<file path="src/rtl/mls_pkg.sv">
//------------------------------------------------------------------------------
// mls_pkg
// shared types and constants for the lid sequencer
//------------------------------------------------------------------------------
package mls_pkg;

  localparam int MEDIAN_TAPS_DEF = 5;
  localparam int MAINT_TIMEOUT_DEF = 600000;
  localparam int DIST_W = 14;
  localparam int BATT_W = 15;
  localparam int CFG_W = 22;
  localparam int CFG_IDX_W = 3;

  localparam logic [DIST_W-1:0] DIST_RESET = 14'd9990;
  localparam logic [BATT_W-1:0] BATT_RESET = 15'd12000;
  localparam logic [11:0] LOW_VOLT_TIME = 12'd3000;
  localparam logic [7:0] POLL_FAST = 8'd50;
  localparam logic [7:0] POLL_SLOW = 8'd250;
  localparam logic [7:0] POLL_BATT = 8'd200;

  typedef enum logic [1:0] {
    ACT_TICK = 2'd0,
    ACT_FORCE_OPEN = 2'd1,
    ACT_MAINT_START = 2'd2,
    ACT_MAINT_STOP = 2'd3
  } action_t;

  typedef enum logic [3:0] {
    ST_STARTUP = 4'd0,
    ST_IDLE = 4'd1,
    ST_OPEN_START = 4'd2,
    ST_OPENING = 4'd3,
    ST_HOLD = 4'd4,
    ST_CLOSE_START = 4'd5,
    ST_CLOSING = 4'd6,
    ST_MAINT = 4'd7,
    ST_LOWBAT = 4'd8
  } lid_state_t;

  typedef enum logic [CFG_IDX_W-1:0] {
    CFG_PRESENCE = 3'd0,
    CFG_DEBOUNCE = 3'd1,
    CFG_HOLD_WAIT = 3'd2,
    CFG_MAX_HOLD = 3'd3,
    CFG_ACTUATOR = 3'd4,
    CFG_COOLDOWN = 3'd5,
    CFG_LOW_VOLT = 3'd6,
    CFG_START_OPEN = 3'd7
  } cfg_idx_t;

  typedef struct packed {
    logic [13:0] presence_threshold;
    logic [15:0] debounce_ms;
    logic [19:0] hold_wait_ms;
    logic [21:0] max_hold_ms;
    logic [15:0] actuator_ms;
    logic [15:0] cooldown_ms;
    logic [14:0] low_volt_mv;
    logic start_open;
  } cfg_t;

  typedef struct packed {
    logic [1:0] action;
    logic [13:0] raw_distance;
    logic [14:0] battery_mv;
    logic night_sleep;
  } in_item_t;

  typedef struct packed {
    logic [3:0] lid_state;
    logic main_on;
    logic dir_open;
    logic dir_close;
    logic relays_isolated;
    logic [13:0] filtered_distance;
    logic motor_running;
    logic [11:0] maintenance_seconds_left;
  } out_item_t;

endpackage

</file>
<file path="src/rtl/mls_if.sv">
//------------------------------------------------------------------------------
// mls_in_if / mls_out_if
// valid/ready channels for input and result transactions
//------------------------------------------------------------------------------
interface mls_in_if;
  logic valid;
  logic ready;
  mls_pkg::in_item_t data;
  modport source (output valid, output data, input ready);
  modport sink (input valid, input data, output ready);
endinterface

interface mls_out_if;
  logic valid;
  logic ready;
  mls_pkg::out_item_t data;
  modport source (output valid, output data, input ready);
  modport sink (input valid, input data, output ready);
endinterface

</file>
<file path="src/rtl/mls_cfg.sv">
//------------------------------------------------------------------------------
// mls_cfg
// configuration register file
//------------------------------------------------------------------------------
module mls_cfg (
  input  logic clk,
  input  logic rst,
  input  logic cfg_we,
  input  logic [mls_pkg::CFG_IDX_W-1:0] cfg_index,
  input  logic [mls_pkg::CFG_W-1:0] cfg_data,
  output mls_pkg::cfg_t cfg
);

  always_ff @(posedge clk) begin
    if (rst) begin
      cfg.presence_threshold <= 14'd500;
      cfg.debounce_ms <= 16'd500;
      cfg.hold_wait_ms <= 20'd10000;
      cfg.max_hold_ms <= 22'd60000;
      cfg.actuator_ms <= 16'd3800;
      cfg.cooldown_ms <= 16'd2000;
      cfg.low_volt_mv <= 15'd10500;
      cfg.start_open <= 1'b0;
    end else if (cfg_we) begin
      case (mls_pkg::cfg_idx_t'(cfg_index))
        mls_pkg::CFG_PRESENCE: cfg.presence_threshold <= cfg_data[13:0];
        mls_pkg::CFG_DEBOUNCE: cfg.debounce_ms <= cfg_data[15:0];
        mls_pkg::CFG_HOLD_WAIT: cfg.hold_wait_ms <= cfg_data[19:0];
        mls_pkg::CFG_MAX_HOLD: cfg.max_hold_ms <= cfg_data[21:0];
        mls_pkg::CFG_ACTUATOR: cfg.actuator_ms <= cfg_data[15:0];
        mls_pkg::CFG_COOLDOWN: cfg.cooldown_ms <= cfg_data[15:0];
        mls_pkg::CFG_LOW_VOLT: cfg.low_volt_mv <= cfg_data[14:0];
        mls_pkg::CFG_START_OPEN: cfg.start_open <= cfg_data[0];
        default: ;
      endcase
    end
  end

endmodule

</file>
<file path="src/rtl/mls_median.sv">
//------------------------------------------------------------------------------
// mls_median
// distance sample history and median selection by rank counting
//------------------------------------------------------------------------------
module mls_median #(
  parameter int TAPS = mls_pkg::MEDIAN_TAPS_DEF
) (
  input  logic clk,
  input  logic rst,
  input  logic sample,
  input  logic [mls_pkg::DIST_W-1:0] raw,
  output logic [mls_pkg::DIST_W-1:0] median
);

  localparam int SLOT_W = (TAPS > 1) ? $clog2(TAPS) : 1;
  localparam int CNT_W = $clog2(TAPS + 1);
  localparam int MID = TAPS / 2;

  logic [mls_pkg::DIST_W-1:0] hist [TAPS];
  logic [mls_pkg::DIST_W-1:0] cand [TAPS];
  logic [SLOT_W-1:0] slot;

  always_ff @(posedge clk) begin
    if (rst) begin
      slot <= '0;
      for (int i = 0; i < TAPS; i++) hist[i] <= mls_pkg::DIST_RESET;
    end else if (sample) begin
      hist[slot] <= raw;
      slot <= (slot == SLOT_W'(TAPS - 1)) ? '0 : slot + 1'b1;
    end
  end

  // median of the history with the new sample written in
  always_comb begin
    for (int i = 0; i < TAPS; i++)
      cand[i] = (slot == SLOT_W'(i)) ? raw : hist[i];
  end

  // element i is the median when exactly MID others rank below it (ties by index)
  always_comb begin
    logic [CNT_W-1:0] lt;
    median = cand[0];
    for (int i = TAPS - 1; i >= 0; i--) begin
      lt = '0;
      for (int j = 0; j < TAPS; j++)
        if (cand[j] < cand[i] || (cand[j] == cand[i] && j < i)) lt = lt + 1'b1;
      if (lt == CNT_W'(MID)) median = cand[i];
    end
  end

endmodule

</file>
<file path="src/rtl/mls_ctrl.sv">
//------------------------------------------------------------------------------
// mls_ctrl
// timers, lid state machine and result register
//------------------------------------------------------------------------------
module mls_ctrl #(
  parameter int MEDIAN_TAPS = mls_pkg::MEDIAN_TAPS_DEF,
  parameter int MAINT_TIMEOUT_MS = mls_pkg::MAINT_TIMEOUT_DEF
) (
  input  logic clk,
  input  logic rst,
  input  mls_pkg::cfg_t cfg,
  mls_in_if.sink in_ch,
  mls_out_if.source out_ch
);

  localparam logic [31:0] MAINT_T = 32'(MAINT_TIMEOUT_MS);

  mls_pkg::lid_state_t state, state_next;
  logic [31:0] phase_el, phase_el_next, hold_el, hold_el_next;
  logic [16:0] det_el, det_el_next, cool_el, cool_el_next;
  logic det_act, det_act_next, cool_act, cool_act_next;
  logic [11:0] lv_el, lv_el_next;
  logic lv_act, lv_act_next;
  logic [7:0] dpoll, dpoll_next, bpoll, bpoll_next;
  logic [13:0] held_dist, held_dist_next, med;
  logic [14:0] held_batt, held_batt_next;
  logic deadlock, deadlock_next, maint_pend, maint_pend_next, iso, iso_next;
  logic r_main, r_open, r_close, r_main_next, r_open_next, r_close_next;
  logic fresh;
  logic sample;
  logic accept;
  logic motor;
  logic [31:0] rem;
  logic [11:0] secs;
  mls_pkg::out_item_t res;

  assign in_ch.ready = !out_ch.valid || out_ch.ready;
  assign accept = in_ch.valid && in_ch.ready;

  mls_median #(.TAPS(MEDIAN_TAPS)) u_median (
    .clk(clk), .rst(rst), .sample(accept && sample),
    .raw(in_ch.data.raw_distance), .median(med)
  );

  always_comb begin
    logic pres;
    logic [7:0] ivl;
    state_next = state;
    if (fresh) state_next = cfg.start_open ? mls_pkg::ST_STARTUP : mls_pkg::ST_IDLE;
    phase_el_next = phase_el; hold_el_next = hold_el;
    det_el_next = det_el; det_act_next = det_act;
    cool_el_next = cool_el; cool_act_next = cool_act;
    lv_el_next = lv_el; lv_act_next = lv_act;
    dpoll_next = dpoll; bpoll_next = bpoll;
    held_dist_next = held_dist; held_batt_next = held_batt;
    deadlock_next = deadlock; maint_pend_next = maint_pend; iso_next = iso;
    r_main_next = r_main; r_open_next = r_open; r_close_next = r_close;
    sample = 1'b0;
    pres = 1'b0;
    ivl = in_ch.data.night_sleep ? mls_pkg::POLL_SLOW : mls_pkg::POLL_FAST;

    case (mls_pkg::action_t'(in_ch.data.action))
      mls_pkg::ACT_TICK: begin
        phase_el_next = (&phase_el) ? phase_el : phase_el + 1'b1;
        hold_el_next = (&hold_el) ? hold_el : hold_el + 1'b1;
        if (det_act && !(&det_el)) det_el_next = det_el + 1'b1;
        if (cool_act && !(&cool_el)) cool_el_next = cool_el + 1'b1;
        if (lv_act && !(&lv_el)) lv_el_next = lv_el + 1'b1;
        dpoll_next = (&dpoll) ? dpoll : dpoll + 1'b1;
        bpoll_next = (&bpoll) ? bpoll : bpoll + 1'b1;
        if (dpoll_next >= ivl) begin
          dpoll_next = '0;
          sample = 1'b1;
          held_dist_next = med;
        end
        if (bpoll_next >= mls_pkg::POLL_BATT) begin
          bpoll_next = '0;
          held_batt_next = in_ch.data.battery_mv;
        end
        pres = held_dist_next != '0 && held_dist_next < cfg.presence_threshold;

        if (held_batt_next < cfg.low_volt_mv && state_next != mls_pkg::ST_LOWBAT) begin
          if (!lv_act) begin
            lv_act_next = 1'b1;
            lv_el_next = '0;
          end else if (lv_el_next >= mls_pkg::LOW_VOLT_TIME) begin
            state_next = mls_pkg::ST_LOWBAT;
            phase_el_next = '0; det_act_next = 1'b0; det_el_next = '0;
            r_main_next = 1'b1; r_open_next = 1'b1; r_close_next = 1'b0;
            iso_next = 1'b0;
          end
        end else begin
          lv_act_next = 1'b0;
          lv_el_next = '0;
        end

        if (cool_act_next && cool_el_next >= 17'(cfg.cooldown_ms)) begin
          cool_act_next = 1'b0;
          cool_el_next = '0;
        end

        case (state_next)
          mls_pkg::ST_STARTUP: begin
            r_main_next = 1'b0; r_open_next = 1'b0; r_close_next = 1'b0;
            if (pres && !cool_act_next) begin
              state_next = mls_pkg::ST_HOLD;
              phase_el_next = '0; hold_el_next = '0;
              det_act_next = 1'b0; det_el_next = '0;
            end
          end
          mls_pkg::ST_IDLE: begin
            r_main_next = 1'b0; r_open_next = 1'b0; r_close_next = 1'b0;
            if (held_dist_next > cfg.presence_threshold) deadlock_next = 1'b0;
            if (pres && !cool_act_next && !deadlock_next) begin
              if (!det_act_next) begin
                det_act_next = 1'b1;
                det_el_next = '0;
              end else if (det_el_next >= 17'(cfg.debounce_ms)) begin
                state_next = mls_pkg::ST_OPEN_START;
                phase_el_next = '0; det_act_next = 1'b0; det_el_next = '0;
              end
            end else begin
              det_act_next = 1'b0;
              det_el_next = '0;
            end
          end
          mls_pkg::ST_OPEN_START: begin
            r_main_next = 1'b1; r_open_next = 1'b1; r_close_next = 1'b0;
            iso_next = 1'b0;
            state_next = mls_pkg::ST_OPENING;
            phase_el_next = '0; det_act_next = 1'b0; det_el_next = '0;
          end
          mls_pkg::ST_OPENING: begin
            if (phase_el_next >= 32'(cfg.actuator_ms)) begin
              r_main_next = 1'b0; r_open_next = 1'b0; r_close_next = 1'b0;
              state_next = maint_pend ? mls_pkg::ST_MAINT : mls_pkg::ST_HOLD;
              if (!maint_pend) hold_el_next = '0;
              phase_el_next = '0; det_act_next = 1'b0; det_el_next = '0;
            end
          end
          mls_pkg::ST_HOLD: begin
            r_main_next = 1'b0; r_open_next = 1'b0; r_close_next = 1'b0;
            if (hold_el_next >= 32'(cfg.max_hold_ms)) begin
              deadlock_next = 1'b1;
              state_next = mls_pkg::ST_CLOSE_START;
              phase_el_next = '0; det_act_next = 1'b0; det_el_next = '0;
            end else begin
              if (pres) phase_el_next = '0;
              if (phase_el_next >= 32'(cfg.hold_wait_ms)) begin
                state_next = mls_pkg::ST_CLOSE_START;
                phase_el_next = '0; det_act_next = 1'b0; det_el_next = '0;
              end
            end
          end
          mls_pkg::ST_CLOSE_START: begin
            r_main_next = 1'b1; r_open_next = 1'b0; r_close_next = 1'b1;
            iso_next = 1'b0;
            state_next = mls_pkg::ST_CLOSING;
            phase_el_next = '0; det_act_next = 1'b0; det_el_next = '0;
          end
          mls_pkg::ST_CLOSING: begin
            if (pres && !deadlock) begin
              r_main_next = 1'b0; r_open_next = 1'b0; r_close_next = 1'b0;
              state_next = mls_pkg::ST_OPEN_START;
              phase_el_next = '0; det_act_next = 1'b0; det_el_next = '0;
            end else if (phase_el_next >= 32'(cfg.actuator_ms)) begin
              r_main_next = 1'b0; r_open_next = 1'b0; r_close_next = 1'b0;
              cool_act_next = 1'b1; cool_el_next = '0;
              state_next = mls_pkg::ST_IDLE;
              phase_el_next = '0; det_act_next = 1'b0; det_el_next = '0;
            end
          end
          mls_pkg::ST_MAINT: begin
            r_main_next = 1'b0; r_open_next = 1'b0; r_close_next = 1'b0;
            if (phase_el_next >= MAINT_T) begin
              maint_pend_next = 1'b0;
              state_next = mls_pkg::ST_CLOSE_START;
              phase_el_next = '0; det_act_next = 1'b0; det_el_next = '0;
            end
          end
          mls_pkg::ST_LOWBAT: begin
            if (phase_el_next >= 32'(cfg.actuator_ms)) begin
              r_main_next = 1'b0; r_open_next = 1'b0; r_close_next = 1'b0;
              iso_next = 1'b1;
            end
          end
          default: begin
            state_next = mls_pkg::ST_IDLE;
            phase_el_next = '0; det_act_next = 1'b0; det_el_next = '0;
          end
        endcase
      end
      mls_pkg::ACT_FORCE_OPEN: begin
        if (state_next != mls_pkg::ST_LOWBAT) begin
          state_next = mls_pkg::ST_OPEN_START;
          phase_el_next = '0; det_act_next = 1'b0; det_el_next = '0;
        end
      end
      mls_pkg::ACT_MAINT_START: begin
        if (state_next != mls_pkg::ST_LOWBAT) begin
          maint_pend_next = 1'b1;
          if (state_next == mls_pkg::ST_HOLD || state_next == mls_pkg::ST_STARTUP) begin
            state_next = mls_pkg::ST_MAINT;
            phase_el_next = '0; det_act_next = 1'b0; det_el_next = '0;
          end else if (state_next != mls_pkg::ST_MAINT && state_next != mls_pkg::ST_OPENING
                       && state_next != mls_pkg::ST_OPEN_START) begin
            state_next = mls_pkg::ST_OPEN_START;
            phase_el_next = '0; det_act_next = 1'b0; det_el_next = '0;
          end
        end
      end
      default: begin
        maint_pend_next = 1'b0;
        if (state_next == mls_pkg::ST_MAINT) begin
          state_next = mls_pkg::ST_CLOSE_START;
          phase_el_next = '0; det_act_next = 1'b0; det_el_next = '0;
        end
      end
    endcase
  end

  // result fields from the next state
  always_comb begin
    motor = state_next == mls_pkg::ST_OPEN_START || state_next == mls_pkg::ST_OPENING ||
            state_next == mls_pkg::ST_CLOSE_START || state_next == mls_pkg::ST_CLOSING ||
            (state_next == mls_pkg::ST_LOWBAT && phase_el_next < 32'(cfg.actuator_ms));
    rem = MAINT_T - phase_el_next;
    // whole seconds by reciprocal multiply, remainder below 2^22
    secs = 12'((64'(rem) * 64'd4294968) >> 32);
    if (!(state_next == mls_pkg::ST_MAINT && phase_el_next < MAINT_T)) secs = '0;
    res.lid_state = state_next;
    res.main_on = r_main_next;
    res.dir_open = r_open_next;
    res.dir_close = r_close_next;
    res.relays_isolated = iso_next;
    res.filtered_distance = held_dist_next;
    res.motor_running = motor;
    res.maintenance_seconds_left = secs;
  end

  always_ff @(posedge clk) begin
    if (rst) begin
      state <= mls_pkg::ST_IDLE;
      fresh <= 1'b1;
      phase_el <= '0; hold_el <= '0;
      det_el <= '0; det_act <= 1'b0; cool_el <= '0; cool_act <= 1'b0;
      lv_el <= '0; lv_act <= 1'b0; dpoll <= '0; bpoll <= '0;
      held_dist <= mls_pkg::DIST_RESET; held_batt <= mls_pkg::BATT_RESET;
      deadlock <= 1'b0; maint_pend <= 1'b0; iso <= 1'b0;
      r_main <= 1'b0; r_open <= 1'b0; r_close <= 1'b0;
      out_ch.valid <= 1'b0;
    end else begin
      if (accept) begin
        fresh <= 1'b0;
        state <= state_next;
        phase_el <= phase_el_next; hold_el <= hold_el_next;
        det_el <= det_el_next; det_act <= det_act_next;
        cool_el <= cool_el_next; cool_act <= cool_act_next;
        lv_el <= lv_el_next; lv_act <= lv_act_next;
        dpoll <= dpoll_next; bpoll <= bpoll_next;
        held_dist <= held_dist_next; held_batt <= held_batt_next;
        deadlock <= deadlock_next; maint_pend <= maint_pend_next; iso <= iso_next;
        r_main <= r_main_next; r_open <= r_open_next; r_close <= r_close_next;
        out_ch.data <= res;
        out_ch.valid <= 1'b1;
      end else if (out_ch.ready) begin
        out_ch.valid <= 1'b0;
      end
    end
  end

  a_iso_relays_off: assert property (@(posedge clk) disable iff (rst)
    iso |-> !r_main && !r_open && !r_close) else $error("isolated with relay on");
  a_lowbat_sticky: assert property (@(posedge clk) disable iff (rst)
    state == mls_pkg::ST_LOWBAT |=> state == mls_pkg::ST_LOWBAT)
    else $error("left low battery");
  a_dir_excl: assert property (@(posedge clk) disable iff (rst)
    !(r_open && r_close)) else $error("both directions");
  a_stall_hold: assert property (@(posedge clk) disable iff (rst)
    out_ch.valid && !out_ch.ready |=> out_ch.valid && $stable(out_ch.data))
    else $error("result lost under stall");

endmodule

</file>
<file path="src/rtl/motorized_lid_sequencer_core.sv">
//------------------------------------------------------------------------------
// motorized_lid_sequencer_core
// lid sequencer with distance median filter, battery guard and relay drive
//------------------------------------------------------------------------------
// in_ch carries one transaction per ms tick or command (action, raw distance,
// battery, night sleep). out_ch returns exactly one result transaction for
// each input transaction: lid state, relay drives, filtered distance, motor
// and maintenance seconds left.
// the result is registered and valid in the cycle after the input is accepted.
// throughput: one transaction per cycle while out_ch is not stalled, set by
// the single registered pass through the median network and state machine.
// in_ch.ready is high while the output register is empty or being taken;
// when the receiver stalls the result holds and the input stalls with it.
// configuration is written through cfg_we/cfg_index/cfg_data only while idle,
// the user's duty, not enforced by the block. reset (rst, synchronous)
// restores register defaults, fills the median history with 9990 and picks
// startup-open or idle at the first transaction from the start_open register.
//------------------------------------------------------------------------------
module motorized_lid_sequencer_core #(
  parameter int MEDIAN_TAPS = mls_pkg::MEDIAN_TAPS_DEF,
  parameter int MAINT_TIMEOUT_MS = mls_pkg::MAINT_TIMEOUT_DEF
) (
  input  logic clk,
  input  logic rst,
  input  logic cfg_we,
  input  logic [mls_pkg::CFG_IDX_W-1:0] cfg_index,
  input  logic [mls_pkg::CFG_W-1:0] cfg_data,
  mls_in_if.sink in_ch,
  mls_out_if.source out_ch
);

  mls_pkg::cfg_t cfg;

  mls_cfg u_cfg (
    .clk(clk), .rst(rst), .cfg_we(cfg_we), .cfg_index(cfg_index),
    .cfg_data(cfg_data), .cfg(cfg)
  );

  mls_ctrl #(.MEDIAN_TAPS(MEDIAN_TAPS), .MAINT_TIMEOUT_MS(MAINT_TIMEOUT_MS)) u_ctrl (
    .clk(clk), .rst(rst), .cfg(cfg), .in_ch(in_ch), .out_ch(out_ch)
  );

endmodule
</file>
<file path="src/flat_wrapper.sv">
// flat-port wrapper written by rule: the top's interface ports become plain ports
module motorized_lid_sequencer_core_flat 
#(
  parameter int MEDIAN_TAPS = mls_pkg::MEDIAN_TAPS_DEF,
  parameter int MAINT_TIMEOUT_MS = mls_pkg::MAINT_TIMEOUT_DEF
)
  (clk, rst, cfg_we, cfg_index, cfg_data, in_ch_valid, in_ch_data, in_ch_ready, out_ch_valid, out_ch_data, out_ch_ready);
  mls_in_if in_ch_i ();
  mls_out_if out_ch_i ();
  input  logic clk;
  input  logic rst;
  input  logic cfg_we;
  input  logic [mls_pkg::CFG_IDX_W-1:0] cfg_index;
  input  logic [mls_pkg::CFG_W-1:0] cfg_data;
  input wire logic [$bits(in_ch_i.valid)-1:0] in_ch_valid;
  input wire logic [$bits(in_ch_i.data)-1:0] in_ch_data;
  output wire logic [$bits(in_ch_i.ready)-1:0] in_ch_ready;
  output wire logic [$bits(out_ch_i.valid)-1:0] out_ch_valid;
  output wire logic [$bits(out_ch_i.data)-1:0] out_ch_data;
  input wire logic [$bits(out_ch_i.ready)-1:0] out_ch_ready;
  assign in_ch_i.valid = in_ch_valid;
  assign in_ch_i.data = in_ch_data;
  assign in_ch_ready = in_ch_i.ready;
  assign out_ch_valid = out_ch_i.valid;
  assign out_ch_data = out_ch_i.data;
  assign out_ch_i.ready = out_ch_ready;
  motorized_lid_sequencer_core #(.MEDIAN_TAPS(MEDIAN_TAPS), .MAINT_TIMEOUT_MS(MAINT_TIMEOUT_MS)) u_core (.clk(clk), .rst(rst), .cfg_we(cfg_we), .cfg_index(cfg_index), .cfg_data(cfg_data), .in_ch(in_ch_i), .out_ch(out_ch_i));
endmodule
</file>
<file path="config.mk">
export PLATFORM = sky130hd
export DESIGN_NAME = motorized_lid_sequencer_core_flat
export DESIGN_NICKNAME = d
export VERILOG_FILES = /design/src/rtl/mls_pkg.sv /design/src/rtl/mls_if.sv /design/src/rtl/mls_cfg.sv /design/src/rtl/mls_median.sv /design/src/rtl/mls_ctrl.sv /design/src/rtl/motorized_lid_sequencer_core.sv /design/src/flat_wrapper.sv
export SDC_FILE = /design/constraint.sdc
export NUM_CORES = 2
export LEC_CHECK = 0
export BUFFER_PORTS_ARGS = -buffer_cell sky130_fd_sc_hd__clkbuf_2
export CORE_UTILIZATION = 35
export DETAILED_ROUTE_END_ITERATION = 8
export PLACE_DENSITY = 0.51
export SKIP_LAST_GASP = 1
export SYNTH_ARGS = -nofsm -noshare
export SYNTH_HDL_FRONTEND = slang
export SYNTH_SLANG_ARGS = --single-unit
</file>
<file path="constraint.sdc">
create_clock -name clk -period 27.8 [get_ports clk]
set_input_delay 4.17 -clock clk [delete_from_list [all_inputs] [get_ports clk]]
set_output_delay 4.17 -clock clk [all_outputs]
set_load 0.01 [all_outputs]
</file>
==> run_results.csv <==
group,metric,value,unit
status,outcome,"completed",
synthesis,ys_async_sr_fraction,0,
synthesis,yosys.cell_types.count,119,
worst_setup_path,required,28.22,ns
synthesis,synth_area,0.0381,mm^2
sta,timing.final.crit_share,0.839,
synthesis,ys_seq_area_frac,0.237,
sta,finClkSkew,0.0527,ns
sta,rsz0062_at_grt,"false",
power_and_ir_drop,leakage,18.3,nW
worst_setup_path,startpoint_type,"input pin",
sta,fin_hold_ws,0.454,ns
die,io_pins,99,
grt,grt_usage,0.234,
clock_network,cts-resized-gates,0,
grt,grt_pass1_wl,201,mm
placed_design,place_congestion,0.965,
detailed_routing,drtPass1Iterations,6,
die,core,0.108,mm^2
sta,timing.slew.headroom,0.166,
placed_design,dpl.hpwl,100,mm
sta,timing_hold_violations_final,0,
synthesis,synth_edf_count,105,
clock_network,root_buffer,"clkbuf_16",
clock_network,clkLatencyLatePin,0.68,ns
sta,fmax,0.0429,GHz
sta,worst-slew-pin-transition,1.22,ns
die,die_h,332,um
synthesis,yosys.area.top_type,"ha_1",
synthesis,synth_most_common_cell,"nand2_1",
grt,grt.overflow.total,0,
sta,fin_crit,23.33,ns
clock_network,ctsHoldBuffers,0,
detailed_routing,route.detailed.drc,0,
clock_network,clk_pin_slew,0.06,ns
worst_setup_path,max_stage_delay,0.86,ns
synthesis,postSynthAreaPerCell,8.03,um^2
synthesis,synth_top_cell_area_share,0.155,
placed_design,portBuffers,98,
detailed_routing,wl_per_cell,21.3,um
layout,syn2layout_area_growth,9.54,%
clock_network,cts_made_buffers,53,
worst_setup_path,worstPathMaxFanout,15,
detailed_routing,vias,33822,
grt,grt_max_degree,90,
power_and_ir_drop,ir_drop,0.000104,V
clock_network,ctsLongestPathBuffers,3,
layout,drive_above_1_share,0.0714,
worst_setup_path,cp_slowest_cell,"a2111oi_0",
worst_setup_path,cp.arrival,23.75,ns
synthesis,syn-instance-count,4747,
detailed_routing,drt_iter0_drc,2942,
detailed_routing,drtAntennaViolNets,0,
sta,setup_viol,0,
synthesis,synth_commonest_cells,"nand2_1, inv_1, ha_1, nor2_1, a21oi_1",
clock_network,cts_tree,"built",
die,die_w,332,um
synthesis,ys_warn_count,0,
worst_setup_path,path_class,"in -> reg",
layout,fin_nets,5418,
die,die-area,0.110,mm^2
clock_network,clock_sinks,398,
synthesis,ys.flop_type,"dfxtp_1",
grt,first_global_vias,32364,
power_and_ir_drop,power_density,86.7,mW/mm^2
worst_setup_path,critical_path.endpoint_type,"flip-flop",
worst_hold_path,hold_class,"reg -> reg",
synthesis,synth.area.top_cells,"ha_1, dfxtp_1, edfxtp_1",
die,num_rows,120,
clock_network,post_cts_buffers,0,
clock_network,htreeDepth,2,
layout,fill_cells,11178,
detailed_routing,routed_wl,131,mm
sta,drv_slew,0,
grt,antenna_found_initial,4,
synthesis,syn_nets,5431,
sta,setup_tns,0,ns
die,start_util,0.354,
worst_setup_path,cpMostUsedCell,"ha_1",
synthesis,ys_ff_latch,398,
detailed_routing,viasPerCell,5.47,
run,max_cap_viol_count,0,
## cell usage in the layout, fill, tap and decap left out, drive strengths merged, types with 105 or more instances in the layout
cell,n
nand2,637
inv,492
ha,472
nor2,381
a21oi,349
dfxtp,293
clkbuf,172
o21ai,164
fa,150
nand3,138
nor3,122
edfxtp,105
## routing by layer
layer,vias up,part of all wire,GRT usage
met5,-,0.00021,0
met4,4,0.023,0.0609
met3,160,0.060,0.0363
met2,951,0.44,0.367
met1,16187,0.48,0.332
li1,16520,-,-
## critical path: cells and delay by family
family	cells	cell delay [ns]
AOI/OAI and AO/OA	32	8.46
adders and majority gates	14	5.28
and+or+nand+nor	18	2.99
buffers and inverters	10	1.44
muxes	2	0.54
xor gates and xnor gates	2	0.87
## power breakdown
| group | total (mW) | internal (mW) | switching, mW |
|---|---|---|---|
| combinational | 2.24 | 0.921 | 1.32 |
| sequential | 0.632 | 0.614 | 0.0180 |
| clock | 0.745 | 0.444 | 0.301 |
| total | 3.62 | 1.98 | 1.64 |
## layout make-up
type | count | area (um^2) | share of cell area
clock buffer | 75 | 1550 | 0.0372
clock inverter | 21 | 294 | 0.00704
timing repair buffer | 155 | 928 | 0.0222
sequential | 398 | 9020 | 0.216
inverter | 492 | 1850 | 0.0442
antenna | 2 | 5.00 | 0.000120
multi-input combinational | 3634 | 26300 | 0.631
tap | 1403 | 1760 | 0.0421
## logic make-up (layout without fill, tap and decap cells)
kind of cell,after synthesis,count (layout),synth area share
AO/OA/AOI/OAI,975,975,0.168
XOR/XNOR,160,160,0.0371
adder cells (fa/ha/maj),622,622,0.234
buffers and inverters,715,743,0.0734
flip-flops,398,398,0.237
multiplexers,88,88,0.0241
other,0,2,0
AND/OR/NAND/NOR,1789,1789,0.227
## stage by stage
stage,utilization,instances,total power [mW],setup slack [ns],cell area (um^2)
final,0.388,6180,3.62,4.47,41700
after detailed placement,0.371,6082,2.87,4.01,39900
after global placement,0.371,6082,2.87,4.45,39900
after global routing,0.388,6178,3.95,2.94,41700
after CTS,0.388,6178,3.64,4.68,41700
after floorplan,-,4747,2.28,7.07,38100
## worst paths after layout
path                                                     start                      endpoint  slack [ns]  cells past startpoint
worst max-delay path                            in_ch_data[23]  u_core.u_ctrl.out_ch.data[9]        4.47                     78
worst min-delay path                      u_core.u_cfg.cfg[93]          u_core.u_cfg.cfg[93]        0.45                      2
worst max register to register  u_core.u_ctrl.u_median.slot[1]  u_core.u_ctrl.out_ch.data[9]        6.40                     86
worst min register to register            u_core.u_cfg.cfg[93]          u_core.u_cfg.cfg[93]        0.45                      2
## flip-flops by register name, summed over array words and instances, names as in the netlist, 3 cells and up
register,count
u_core.u_cfg.cfg,120
u_core.u_ctrl.bpoll,8
u_core.u_ctrl.cool_el,17
u_core.u_ctrl.det_el,17
u_core.u_ctrl.dpoll,8
u_core.u_ctrl.held_batt,15
u_core.u_ctrl.held_dist,14
u_core.u_ctrl.hold_el,32
u_core.u_ctrl.lv_el,12
u_core.u_ctrl.out_ch.data,35
u_core.u_ctrl.phase_el,32
u_core.u_ctrl.state,4
u_core.u_ctrl.u_median.hist,70
u_core.u_ctrl.u_median.slot,3
Power figures use the tool's default switching activity.
